**src/hdl/tpc_pkg.sv**
```systemverilog
// ----------------------------------------------------------------------------
// tpc_pkg: shared types for the twin prime classifier
// Result codes and the status bundles passed between the sequencer levels.
// ----------------------------------------------------------------------------
package tpc_pkg;

	typedef enum logic [1:0] {
		KIND_NONE  = 2'd0,
		KIND_BOTH  = 2'd1,
		KIND_TWINS = 2'd2
	} tpc_kind_t;

	// remainder unit status
	typedef struct packed {
		logic done;
		logic zero;
	} tpc_rem_res_t;

	// primality tester status
	typedef struct packed {
		logic done;
		logic prime;
	} tpc_prime_res_t;

endpackage

```
**src/hdl/tpc_rem.sv**
```systemverilog
// ----------------------------------------------------------------------------
// tpc_rem: bit-serial remainder unit
// Restoring division of n by d, one dividend bit per cycle, MSB first.
// Reports whether the remainder is zero once all VALUE_WIDTH dividend bits are in.
// ----------------------------------------------------------------------------
module tpc_rem #(
	parameter int VALUE_WIDTH = 32
) (
	input  logic                      clk,
	input  logic                      arst_n,
	input  logic                      start,
	input  logic [VALUE_WIDTH-1:0]    n,
	input  logic [VALUE_WIDTH-1:0]    d,
	output tpc_pkg::tpc_rem_res_t     res
);
	import tpc_pkg::*;

	localparam int CW = $clog2(VALUE_WIDTH);

	logic [VALUE_WIDTH-1:0] shreg_q;
	logic [VALUE_WIDTH-1:0] r_q;
	logic [CW-1:0]          cnt_q;
	logic                   run_q;
	tpc_rem_res_t           res_q;

	logic [VALUE_WIDTH:0]   rt;
	logic [VALUE_WIDTH:0]   diff;
	logic [VALUE_WIDTH-1:0] r_next;

	assign rt     = {r_q, shreg_q[VALUE_WIDTH-1]};
	assign diff   = rt - {1'b0, d};
	assign r_next = diff[VALUE_WIDTH] ? rt[VALUE_WIDTH-1:0] : diff[VALUE_WIDTH-1:0];

	always_ff @(posedge clk or negedge arst_n) begin
		if (!arst_n) begin
			run_q      <= 1'b0;
			cnt_q      <= '0;
			res_q.done <= 1'b0;
			res_q.zero <= 1'b0;
		end else begin
			res_q.done <= 1'b0;
			if (start) begin
				run_q <= 1'b1;
				cnt_q <= CW'(VALUE_WIDTH - 1);
			end else if (run_q) begin
				cnt_q <= cnt_q - 1'b1;
				if (cnt_q == '0) begin
					run_q      <= 1'b0;
					res_q.done <= 1'b1;
					res_q.zero <= (r_next == '0);
				end
			end
		end
	end

	// datapath, no reset
	always_ff @(posedge clk) begin
		if (start) begin
			shreg_q <= n;
			r_q     <= '0;
		end else if (run_q) begin
			shreg_q <= {shreg_q[VALUE_WIDTH-2:0], 1'b0};
			r_q     <= r_next;
		end
	end

	assign res = res_q;

endmodule

```
**src/hdl/tpc_prime.sv**
```systemverilog
// ----------------------------------------------------------------------------
// tpc_prime: trial division sequencer
// Screens trivial cases, then walks odd divisors d while d*d <= n,
// tracking d*d incrementally and handing each division to tpc_rem.
// ----------------------------------------------------------------------------
module tpc_prime #(
	parameter int VALUE_WIDTH = 32
) (
	input  logic                      clk,
	input  logic                      arst_n,
	input  logic                      start,
	input  logic [VALUE_WIDTH-1:0]    value,
	output tpc_pkg::tpc_prime_res_t   res
);
	import tpc_pkg::*;

	typedef enum logic [1:0] {
		P_IDLE,
		P_CHECK,
		P_DIV
	} state_t;

	state_t                 state_q;
	logic [VALUE_WIDTH-1:0] n_q;
	logic [VALUE_WIDTH-1:0] d_q;
	logic [VALUE_WIDTH:0]   sq_q;
	logic                   rem_start_q;
	tpc_prime_res_t         res_q;
	tpc_rem_res_t           rem_res;

	logic [VALUE_WIDTH+2:0] sq_step;

	// (d+2)^2 = d^2 + 4d + 4
	assign sq_step = {2'b00, sq_q} + {1'b0, d_q, 2'b00} + (VALUE_WIDTH+3)'(4);

	tpc_rem #(
		.VALUE_WIDTH(VALUE_WIDTH)
	) u_rem (
		.clk   (clk),
		.arst_n(arst_n),
		.start (rem_start_q),
		.n     (n_q),
		.d     (d_q),
		.res   (rem_res)
	);

	always_ff @(posedge clk or negedge arst_n) begin
		if (!arst_n) begin
			state_q     <= P_IDLE;
			rem_start_q <= 1'b0;
			res_q.done  <= 1'b0;
			res_q.prime <= 1'b0;
		end else begin
			res_q.done  <= 1'b0;
			rem_start_q <= 1'b0;
			case (state_q)
				P_IDLE: begin
					if (start) begin
						if (value[VALUE_WIDTH-1] || value[VALUE_WIDTH-1:1] == '0) begin
							res_q.done  <= 1'b1;
							res_q.prime <= 1'b0;
						end else if (value == VALUE_WIDTH'(2)) begin
							res_q.done  <= 1'b1;
							res_q.prime <= 1'b1;
						end else if (!value[0]) begin
							res_q.done  <= 1'b1;
							res_q.prime <= 1'b0;
						end else begin
							state_q <= P_CHECK;
						end
					end
				end
				P_CHECK: begin
					if (sq_q > {1'b0, n_q}) begin
						res_q.done  <= 1'b1;
						res_q.prime <= 1'b1;
						state_q     <= P_IDLE;
					end else begin
						rem_start_q <= 1'b1;
						state_q     <= P_DIV;
					end
				end
				P_DIV: begin
					if (rem_res.done) begin
						if (rem_res.zero) begin
							res_q.done  <= 1'b1;
							res_q.prime <= 1'b0;
							state_q     <= P_IDLE;
						end else begin
							state_q <= P_CHECK;
						end
					end
				end
				default: begin
					state_q <= P_IDLE;
				end
			endcase
		end
	end

	// datapath, no reset
	always_ff @(posedge clk) begin
		if (state_q == P_IDLE && start) begin
			n_q  <= value;
			d_q  <= VALUE_WIDTH'(3);
			sq_q <= (VALUE_WIDTH+1)'(9);
		end else if (state_q == P_DIV && rem_res.done) begin
			d_q  <= d_q + VALUE_WIDTH'(2);
			sq_q <= sq_step[VALUE_WIDTH:0];
		end
	end

	assign res = res_q;

endmodule

```
**src/hdl/twin_prime_classifier.sv**
```systemverilog
// ----------------------------------------------------------------------------
// twin_prime_classifier: twin prime classifier, top level
// Classifies a pair of signed values as not both prime, both prime or twin primes.
// ----------------------------------------------------------------------------
// Usage:
//   Input beat: first_value and second_value are taken at a rising edge
//   with start high and busy low. busy stays high until the result.
//   Result beat: kind is valid for the single cycle in which done is high;
//   the receiver cannot hold it off. busy falls in that same cycle, so a
//   new pair may be started while the result is on the ports.
//   Operation: each value is tested in turn by one shared trial division
//   unit; the second is skipped when the first is not prime. Trivial
//   values are screened out directly; otherwise odd divisors are tried,
//   up to about sqrt(n)/2 of them, each by the bit-serial remainder, one
//   dividend bit per cycle, which sets the run time.
//   Items are handled one at a time.
//   Reset: arst_n clears all control state; the block comes up idle.
// ----------------------------------------------------------------------------
module twin_prime_classifier #(
	parameter int VALUE_WIDTH = 32
) (
	input  logic                          clk,
	input  logic                          arst_n,
	input  logic                          start,
	output logic                          busy,
	input  logic signed [VALUE_WIDTH-1:0] first_value,
	input  logic signed [VALUE_WIDTH-1:0] second_value,
	output logic                          done,
	output logic [1:0]                    kind
);
	import tpc_pkg::*;

	typedef enum logic [1:0] {
		S_IDLE,
		S_TEST_A,
		S_TEST_B
	} state_t;

	state_t                 state_q;
	logic [VALUE_WIDTH-1:0] a_q;
	logic [VALUE_WIDTH-1:0] b_q;
	logic                   sel_q;
	logic                   pstart_q;
	logic                   busy_q;
	logic                   done_q;
	tpc_kind_t              kind_q;
	tpc_prime_res_t         pres;

	logic [VALUE_WIDTH-1:0] test_value;
	logic                   twins;

	assign test_value = sel_q ? b_q : a_q;
	assign twins = ({1'b0, a_q} == {1'b0, b_q} + (VALUE_WIDTH+1)'(2)) ||
	               ({1'b0, b_q} == {1'b0, a_q} + (VALUE_WIDTH+1)'(2));

	tpc_prime #(
		.VALUE_WIDTH(VALUE_WIDTH)
	) u_prime (
		.clk   (clk),
		.arst_n(arst_n),
		.start (pstart_q),
		.value (test_value),
		.res   (pres)
	);

	always_ff @(posedge clk or negedge arst_n) begin
		if (!arst_n) begin
			state_q  <= S_IDLE;
			sel_q    <= 1'b0;
			pstart_q <= 1'b0;
			busy_q   <= 1'b0;
			done_q   <= 1'b0;
			kind_q   <= KIND_NONE;
		end else begin
			done_q   <= 1'b0;
			pstart_q <= 1'b0;
			case (state_q)
				S_IDLE: begin
					if (start) begin
						sel_q    <= 1'b0;
						pstart_q <= 1'b1;
						busy_q   <= 1'b1;
						state_q  <= S_TEST_A;
					end
				end
				S_TEST_A: begin
					if (pres.done) begin
						if (pres.prime) begin
							sel_q    <= 1'b1;
							pstart_q <= 1'b1;
							state_q  <= S_TEST_B;
						end else begin
							kind_q  <= KIND_NONE;
							done_q  <= 1'b1;
							busy_q  <= 1'b0;
							state_q <= S_IDLE;
						end
					end
				end
				S_TEST_B: begin
					if (pres.done) begin
						if (!pres.prime) begin
							kind_q <= KIND_NONE;
						end else if (twins) begin
							kind_q <= KIND_TWINS;
						end else begin
							kind_q <= KIND_BOTH;
						end
						done_q  <= 1'b1;
						busy_q  <= 1'b0;
						state_q <= S_IDLE;
					end
				end
				default: begin
					state_q <= S_IDLE;
					busy_q  <= 1'b0;
				end
			endcase
		end
	end

	// operand capture, no reset
	always_ff @(posedge clk) begin
		if (state_q == S_IDLE && start) begin
			a_q <= first_value;
			b_q <= second_value;
		end
	end

	assign busy = busy_q;
	assign done = done_q;
	assign kind = kind_q;

endmodule

```
**config.mk**
```make
export PLATFORM = sky130hd
export DESIGN_NAME = twin_prime_classifier
export DESIGN_NICKNAME = d
export VERILOG_FILES = /design/src/hdl/tpc_pkg.sv /design/src/hdl/tpc_rem.sv /design/src/hdl/tpc_prime.sv /design/src/hdl/twin_prime_classifier.sv
export SDC_FILE = /design/constraint.sdc
export NUM_CORES = 1
export LEC_CHECK = 0
export BUFFER_PORTS_ARGS = -buffer_cell sky130_fd_sc_hd__buf_4
export CORE_UTILIZATION = 53
export CTS_BUF_LIST = sky130_fd_sc_hd__clkbuf_4
export DETAILED_ROUTE_END_ITERATION = 10
export PLACE_DENSITY_LB_ADDON = 0.3
export SYNTH_ARGS = -nofsm -noshare
export SYNTH_HDL_FRONTEND = slang
export SYNTH_SLANG_ARGS = --single-unit
```
**constraint.sdc**
```tcl
create_clock -name clk -period 3.9 [get_ports clk]
set_input_delay 0.39 -clock clk [delete_from_list [all_inputs] [get_ports clk]]
set_output_delay 0.39 -clock clk [all_outputs]
set_load 0.02 [all_outputs]
```
=== Word-level counts from Yosys, hierarchy flattened ===
Index checks and enable logic that the tools add are counted.

* Memory bits (writable): 0
* Output and inout bits: 4
* Register bits after elaboration: 246
* Memories: 0
* ROM bits: 0
* Bits in latches: 0

* Bitwise logic cells: 1
* Equal/unequal tests: 20
* Mux-type cells: 58
* Order comparisons: 1
* Divide/modulo/power cells: 0
* Reduce and logical (&&, ||, !) cells: 21
* Shift-type cells: 0
* $mul: 0
* Add/sub/neg operators: 7

{| class="wikitable"
|+ Operator list
! kind !! count
|-
| $mux W32 || 4
|-
| $add A32 B2 Y33 const B || 2
|-
| $eq A32 B33 Y1 || 2
|-
| $mux W2 || 25
|-
| $add A33 B3 Y33 const B || 1
|-
| $add A33 B33 Y33 || 1
|-
| $gt A33 B32 Y1 || 1
|-
| $sub A33 B32 Y33 || 1
|-
| $add A32 B2 Y32 const B || 1
|-
| $eq A32 B2 Y1 const B || 1
|-
| $logic_not A32 Y1 || 1
|-
| $logic_not A31 Y1 || 1
|-
| $mux W1 || 19
|-
| $pmux W2 S3 || 3
|-
| $ne A2 B2 Y1 const B || 7
|-
| $reduce_and A4 Y1 || 3
|-
| $mux W5 || 2
|-
| $ne A2 B1 Y1 const B || 5
|-
| $pmux W1 S2 || 3
|-
| $reduce_and A3 Y1 || 2
|-
| $reduce_and A6 Y1 || 1
|-
| $reduce_bool A2 Y1 || 3
|-
| $logic_not A5 Y1 || 1
|-
| $reduce_and A5 Y1 || 1
|-
| other kinds (11) || 17
|}

=== Depth between registers and ports, before layout ===
Gate-level depths: netlist of run 1.

* Word-level depth: 7
* Mapped depth: 15

=== Cells and area by module ===
Synthesis of run 1 repeated with hierarchy kept, for this count alone.

* Cells, all modules: 1,735
* Area, all modules: 16,303.1 um2

{| class="wikitable"
|+ By module, submodules not included
! module !! area an instance (um2) !! cells each !! instances
|-
| tpc_prime || 6,085.8 || 653 || 1
|-
| tpc_rem || 5,388.9 || 608 || 1
|-
| twin_prime_classifier || 4,828.4 || 474 || 1
|}

=== Least setup slack after synthesis of run 1 ===
OpenSTA, ideal clock, no wires.

* Kind: flip-flop to flip-flop
* From: register u_prime.d_q[2]
* To: register u_prime.sq_q[32]
* Library setup time: 0.062 ns
* Cell stages (with the launch flop): 14
* Path slack: 0.414 ns
* Arrival: 3.425 ns
* Path through: dfxtp_1 ha_1 ha_1 fa_1 a21o_1 a21oi_1 o21bai_1 a2111oi_0 nor2_1 a21oi_1 a211oi_1 nor3_1 mux2_2 nand3_1

* Word-level cells in the longest chain between the ends: 2

{| class="wikitable"
|+ Ends and longest elaborated chain
! what !! line !! RTL
|-
| start: declaration || tpc_prime.sv:25 || <nowiki>logic [VALUE_WIDTH-1:0] d_q;</nowiki>
|-
| start signal: assignment || tpc_prime.sv:108 || <nowiki>d_q <= d_q + VALUE_WIDTH'(2);</nowiki>
|-
| $add A33 B33 Y33 || tpc_prime.sv:34 || <nowiki>assign sq_step = {2'b00, sq_q} + {1'b0, d_q, 2'b00} + (VALUE_WIDTH+3)'(4);</nowiki>
|-
| $add A33 B3 Y33 || tpc_prime.sv:34 ||
|-
| end signal: assignment || tpc_prime.sv:106 || <nowiki>sq_q <= (VALUE_WIDTH+1)'(9);</nowiki>
|-
| end signal: assignment || tpc_prime.sv:109 || <nowiki>sq_q <= sq_step[VALUE_WIDTH:0];</nowiki>
|-
| end: declaration || tpc_prime.sv:26 || <nowiki>logic [VALUE_WIDTH:0] sq_q;</nowiki>
|}

Every way passes these cells.
A chain may end at the register's enable or synchronous reset.

=== Worst setup path in the final report of run 1 ===
* From: register u_prime.d_q[1]
* To: register u_prime.u_rem.res_q (netlist bit u_prime.u_rem.res[0])

* Word-level cells in the longest chain between the ends: 3

{| class="wikitable"
|+ Ends and longest elaborated chain
! what !! line !! RTL
|-
| $sub A33 B32 Y33 || tpc_rem.sv:31 || <nowiki>assign diff = rt - {1'b0, d};</nowiki>
|-
| $mux W32 || tpc_rem.sv:32 || <nowiki>assign r_next = diff[VALUE_WIDTH] ? rt[VALUE_WIDTH-1:0] : diff[VALUE_WIDTH-1:0];</nowiki>
|-
| $logic_not A32 Y1 || tpc_rem.sv:50 || <nowiki>res_q.zero <= (r_next == '0);</nowiki>
|-
| end: declaration || tpc_rem.sv:24 || <nowiki>tpc_rem_res_t res_q;</nowiki>
|}

Every way passes these cells.

==> flow_summary.toml, run 1 <==
[sta]
fmax_mhz = 272
worst_slack_ns = 0.227
min_period_ns = 3.67
holdWs_ns = 0.136
skew_ns = 0.0563
finalMaxSlewViolations = 0
fin_crit_sh_pct = 94.2
tightest_slew_ns = 0.897
relSlewSlack_pct = 40.2
rsz0062_at_grt = "false"
final-hold-violation-count = 0
finalSetupViolCount = 0

[final_layout]
layout-drive-gt1-share_pct = 15.9
multi_input_area_sq_mm = 0.00921
finish.utilization_pct = 63.0
regArea_sq_mm = 0.00623
fin_cells = 2340
nets = 2096
syn2layout_area_growth_pct = 16.5
num-fill-cells = 2378

[floorplan]
dieArea_sq_mm = 0.0310
row_count = 63
core-area_sq_mm = 0.0297
ios = 71
dieHeight_um = 176
dieWidth_um = 176
start_util_pct = 54.1

[drt]
wl_met2_mm = 18.9
viasPerCell = 5.76
highest_layer = "met4"
wl_met1_mm = 17.1
num_vias = 13490
route.met3.wl_mm = 1.67
antenna_left = 0
drc = 0
initialDrtViolationCount = 988
wl_per_cell_um = 16.6
wirelength_mm = 38.9
dr.pass1.iters = 7

[worst_setup_path]
path_max_fanout = 7
startpoint_type = "flip-flop"
worstSetupEndpointType = "flip-flop"
crit_chain = "inv_1 > ha_1 > a21o_1 > a2111o_1 > xor2_1 > nor4b_1 > nand4_1 > or4_1 > nor4_2 > a21oi_1 > o31ai_1"
cp_slowest_cell = "a2111o_1"
required_ns = 4.47
reg2reg_slack_ns = 0.23
setup.worst_path.start = "u_prime.d_q[1]"
max_stage_delay_ns = 0.54
r2r-end = "u_prime.u_rem.res[0]"
r2r-start = "u_prime.d_q[1]"
r2r_cells = 11
crit_arrival_ns = 4.25
critPathKind = "flip-flop to flip-flop"

[pwr]
switching_share_pct = 39.4
peakVddDrop_v = 0.000295
p_leak_nw = 7.68
p_seq_share_pct = 34.4
combPwrFrac_pct = 43.8
p_int_mw = 7.21
p_sw_mw = 4.69
clockPowerShare_pct = 21.8
p_per_area_mw_per_mm2 = 635
total_power_mw = 11.9

[synth]
ys_ff_latch = 242
synth_edf_count = 128
ys.flop_type = "edfxtp_1"
synth_cell_types = 83
netlist_area_sq_mm = 0.0161
async_reset_ff_share_pct = 8.68
synthCells = 1727
syn-mean-instance-area_sq_um = 9.31
ys_seq_area_share_pct = 38.8
yosys_warnings = 0
synth.net_count = 1921

[global_routing]
antenna_found_initial = 1
grt_pass1_vias = 13217
overflow = 0
grt_max_degree = 72
grt_pass1_wl_mm = 64.4
grt_use_total_pct = 25.6

[placed_design]
gp_congestion = 0.901
hpwl_mm = 28.2
dp_cells = 2152
dp_worst_setup_slack_ns = -0.0815
io_buffer_count = 70

[clocking]
cts_tree = "yes"
cts_sinks = 242
root_buffer = "clkbuf_4"
cts_made_buffers = 68
clk_pin_slew_ns = 0.07
clock_path_buffers = 3
cts-htree-levels = 3
clkLatencyLatePin_ns = 0.71

[status]
status = "finished clean"

[job]
cap_violations = 0

[hold_path]
worstHoldPathType = "input pin to asynchronous set/reset pin"
-- cell usage after synthesis (8+ instances only) --
library cell	instances	share of area (%)
clkbuf_1	46	1.1
or2_2	13	0.51
nor4_1	25	0.97
nand2b_1	22	0.86
a21oi_1	97	3.0
mux2_2	66	4.6
and4_1	10	0.54
a21o_1	34	1.6
o211ai_1	21	0.98
o21a_1	15	0.70
nor2_1	138	3.2
edfxtp_1	128	24
ha_1	125	9.7
nor2b_1	14	0.54
nand4_1	32	1.2
nand3_1	49	1.5
a211oi_1	19	0.89
inv_1	108	2.5
o21ai_0	60	1.9
xor2_1	37	2.0
or3_1	9	0.35
nand3b_1	8	0.37
mux2i_1	12	0.75
nor3_1	56	1.7
a31oi_1	18	0.70
xnor2_1	99	5.4
a311oi_1	24	1.3
and3_1	22	0.86
nand2_1	160	3.7
dfxtp_1	93	12
and2_1	8	0.31
dfrtp_1	21	3.3
a2111oi_0	8	0.44
-- cells in the final DEF, fill, tap and decap left out, drive strengths merged, types with 24 or more instances in the layout --
cell type / n
o21ai: 62
a311oi: 24
nand3: 50
xnor2: 99
inv: 109
dfxtp: 93
a21o: 34
mux2: 66
nor4: 27
nor3: 56
clkbuf: 97
xor2: 37
nor2: 138
nand4: 32
edfxtp: 128
ha: 125
nand2: 160
a21oi: 97
dlygate4sd3: 66
buf: 102
-- registers in the layout, indices dropped and copies added (netlist names), 5 cells and up --
signal                 flops
u_prime.u_rem.shreg_q     32
u_prime.d_q               31
b_q                       32
u_prime.u_rem.r_q         32
u_prime.n_q               32
u_prime.sq_q              30
a_q                       32
u_prime.u_rem.cnt_q        5
-- routing by layer --
layer / vias up / track usage [%]
met5: - / 0
met4: 0 / 10.6
met3: 99 / 4.37
li1: 6723 / -
met2: 370 / 43.7
met1: 6298 / 32.1
-- kinds of logic after synthesis --
kind of cell	share of synthesized area, %
xor+xnor	7.41
buf+inv	4.27
fa+ha+maj	9.98
flops	38.8
simple gates	18.7
compound gates	15.5
mux	5.37
-- how the worst max path moves through the flow --
stage,to,depth (start not counted),slack [ns]
after detailed placement,u_prime.u_rem.r_q[15],12,-0.08
final,u_prime.u_rem.res[0],11,0.23
after floorplan,u_prime.sq_q[32],13,0.41
after global routing,u_prime.sq_q[28],15,0.01
after CTS,u_prime.sq_q[32],15,0.15
after global placement,u_prime.u_rem.r_q[21],12,0.21
-- what timing repair did --
item | in CTS | in global routing
hold buffers | 66 | 0
resized for setup | 1 | 5
setup buffers | 1 | 3
endpoints found under the setup margin | 24 | 33
pin swaps | 1 | 2
endpoints found under the hold margin | 88 | 0
cloned | 0 | 0
-- stage by stage --
step           TNS (ns)  instance area (sq um)
6_report              0                  18700
3_3_place_gp          0                  17100
2_1_floorplan         0                  16100
4_1_cts               0                  18700
5_1_grt               0                  18700
3_5_place_dp     -0.597                  17100
-- power groups by stage --
stage / clock network [mW] / logic (mW) / registers (mW)
global route: 2.80 / 5.77 / 4.17
finish: 2.60 / 5.21 / 4.10
global placement: 0 / 4.86 / 4.10
floorplan: 0 / 4.02 / 3.88
CTS: 2.66 / 5.08 / 4.08
detailed placement: 0 / 4.97 / 4.12
-- final cells by class --
class	count	area share (%)
Inverter	108	2.16
Antenna cell	2	0.0267
Sequential cell	242	33.3
Multi-Input combinational cell	1314	49.1
Tap cell	390	2.61
Clock inverter	19	1.14
Clock buffer	97	3.89
Timing Repair Buffer	168	7.75
-- critical path, delay by kind of cell, from the launching register on --
| kind | cells | cell delay [ns] |
|---|---|---|
| xor+xnor | 1 | 0.20 |
| buf+inv | 1 | 0.11 |
| compound gates | 4 | 1.06 |
| simple gates | 4 | 1.47 |
| fa+ha+maj | 1 | 0.28 |
| flops | 1 | 0.43 |
Power figures use the tool's default switching activity.
==> run 2: changes to the inputs <==
--- a/config.mk
+++ b/config.mk
@@ -9,7 +9,7 @@
 export CORE_UTILIZATION = 53
 export CTS_BUF_LIST = sky130_fd_sc_hd__clkbuf_4
 export DETAILED_ROUTE_END_ITERATION = 10
-export PLACE_DENSITY_LB_ADDON = 0.3
+export PLACE_DENSITY = 0.69
 export SYNTH_ARGS = -nofsm -noshare
 export SYNTH_HDL_FRONTEND = slang
 export SYNTH_SLANG_ARGS = --single-unit
==> constraint.sdc (replaced) <==
create_clock -name clk -period 3.4 [get_ports clk]
set_input_delay 0.34 -clock clk [delete_from_list [all_inputs] [get_ports clk]]
set_output_delay 0.34 -clock clk [all_outputs]
set_load 0.02 [all_outputs]
==> run 2 against run 1 <==
Compared with the run above:
- first-iteration DRC count shrank 12%
- largest cell class unchanged
- via count grew 2.3%
- global-route usage grew 0.73 points
==> flow_summary.toml, run 2 (synthesis results as in run 1) <==
[status]
status = "finished clean"

[worst_setup_path]
startpoint_type = "flip-flop"
r2r_cells = 13
r2r-start = "u_prime.d_q[2]"
r2r-end = "u_prime.u_rem.res[0]"
critPathKind = "flip-flop to flip-flop"
worstSetupEndpointType = "flip-flop"
crit_arrival_ns = 3.96
path_max_fanout = 5
required_ns = 4.00
reg2reg_slack_ns = 0.04

[final_layout]
regArea_sq_mm = 0.00624
multi_input_area_sq_mm = 0.00944
nets = 2182
layout-drive-gt1-share_pct = 21.5
num-fill-cells = 2457
mostFrequentLayoutCell = "buf_4"
finish.utilization_pct = 65.9
syn2layout_area_growth_pct = 21.7
final_cell_mix = "buf_4 (179), nand2_1 (160), nor2_1 (137)"

[drt]
viasPerCell = 5.68
initialDrtViolationCount = 868
drc = 0
wl_per_cell_um = 16.5
antenna_left = 0
dr.pass1.iters = 5
num_vias = 13804
wirelength_mm = 40.2

[clocking]
clk_pin_slew_ns = 0.08
root_buffer = "clkbuf_4"
clkLatencyLatePin_ns = 0.72
clock_path_buffers = 3
cts-htree-levels = 3
cts_made_buffers = 68
cts_sinks = 242
cts_tree = "yes"

[sta]
relSlewSlack_pct = 44.5
rsz0062_at_grt = "true"
tightest_slew_ns = 0.833
finalSetupViolCount = 0
holdWs_ns = 0.325
fmax_mhz = 297
min_period_ns = 3.36
finalMaxSlewViolations = 0
final-hold-violation-count = 0
skew_ns = 0.0510
fin_crit_sh_pct = 98.9

[placed_design]
io_buffer_count = 70
gp_congestion = 0.934
hpwl_mm = 29.4

[job]
cap_violations = 0

[global_routing]
grt_use_total_pct = 26.4
grt_pass1_vias = 13358
grt_pass1_wl_mm = 65.9
grt_max_degree = 65
overflow = 0
antenna_found_initial = 2

[hold_path]
min_to = "a_q[3]"
min_from = "first_value[3]"
hold_path_depth = 2
worstHoldPathType = "input pin to flip-flop"

[floorplan]
dieWidth_um = 176
dieArea_sq_mm = 0.0310
core-area_sq_mm = 0.0297
row_count = 63
dieHeight_um = 176
ios = 71
start_util_pct = 54.1

[pwr]
p_per_area_mw_per_mm2 = 718
p_leak_nw = 8.11
peakVddDrop_v = 0.000405
[run 2: cell types whose count changed in the layout (fill, tap and decap cells not counted), sizes merged]
cell and change:
buf +84, clkinv +16, clkbuf -6, bufinv -4
dlygate4sd3 +2, clkinvlp +1, diode -1
[run 2: metrics by stage]
step	setup WS [ns]	instances	power, mW	instance area [sq um]	TNS (ns)
floorplan	0.0762	1727	9.06	16100	0
global placement	-0.0954	2231	10.7	17700	-0.233
detailed placement	-0.183	2231	10.8	17700	-0.544
CTS	0.00549	2427	13.8	19400	0
global route	-0.0791	2432	15.1	19600	-0.0880
finish	0.0383	2432	14.0	19600	0
[run 2: metal layers]
layer / wire, um / global-route usage (%)
met5: 12 / 0
met1: 17900 / 32.7
met2: 19000 / 44.1
met4: 1600 / 12.3
met3: 1780 / 5.06
[run 2: layout make-up]
cell class,instances,area share (%)
inverter,108,2.08
clock buffer,91,3.49
clock inverter,32,0.914
antenna,1,0.0128
tap,390,2.49
sequential,242,31.9
timing repair buffer,254,10.9
multi-input combinational,1314,48.2
[run 2: how the worst max path moves through the flow]
stage / startpoint / to / slack (ns)
global route: u_prime.d_q[1] / u_prime.u_rem.res[0] / -0.08
CTS: u_prime.d_q[2] / u_prime.sq_q[32] / 0.005
floorplan: u_prime.d_q[2] / u_prime.sq_q[32] / 0.08
global placement: u_prime.d_q[2] / u_prime.sq_q[32] / -0.1
detailed placement: u_prime.d_q[2] / u_prime.u_rem.res[0] / -0.18
finish: u_prime.d_q[2] / u_prime.u_rem.res[0] / 0.04
[run 2: power by group]
| group | switching (mW) | internal (mW) | total, mW | leakage [nW] |
|---|---|---|---|---|
| clock | 1.34 | 1.35 | 2.69 | 0.507 |
| combinational | 3.70 | 3.02 | 6.72 | 5.36 |
| sequential | 0.616 | 4.02 | 4.64 | 2.25 |
| total | 5.66 | 8.39 | 14.0 | 8.11 |
[run 2: critical path, stage by stage (launching register included)]
cell and delay, ns:
dfxtp_4 0.37, inv_2 0.05, ha_4 0.23, and3_4 0.18, a2111o_1 0.42, buf_6 0.15
o211ai_1 0.19, o311ai_2 0.16, a2111oi_2 0.38, nand4_1 0.21, or4_4 0.46, nor4_2 0.14
a21oi_1 0.09, o31ai_1 0.23
[run 2: what timing repair did]
action | in CTS | in global routing
endpoints found under the setup margin | 6 | 29
hold endpoints to repair | 89 | 0
hold buffers | 68 | 0
setup buffers | 5 | 4
gates resized for setup | 19 | 48
pin swaps | 11 | 17
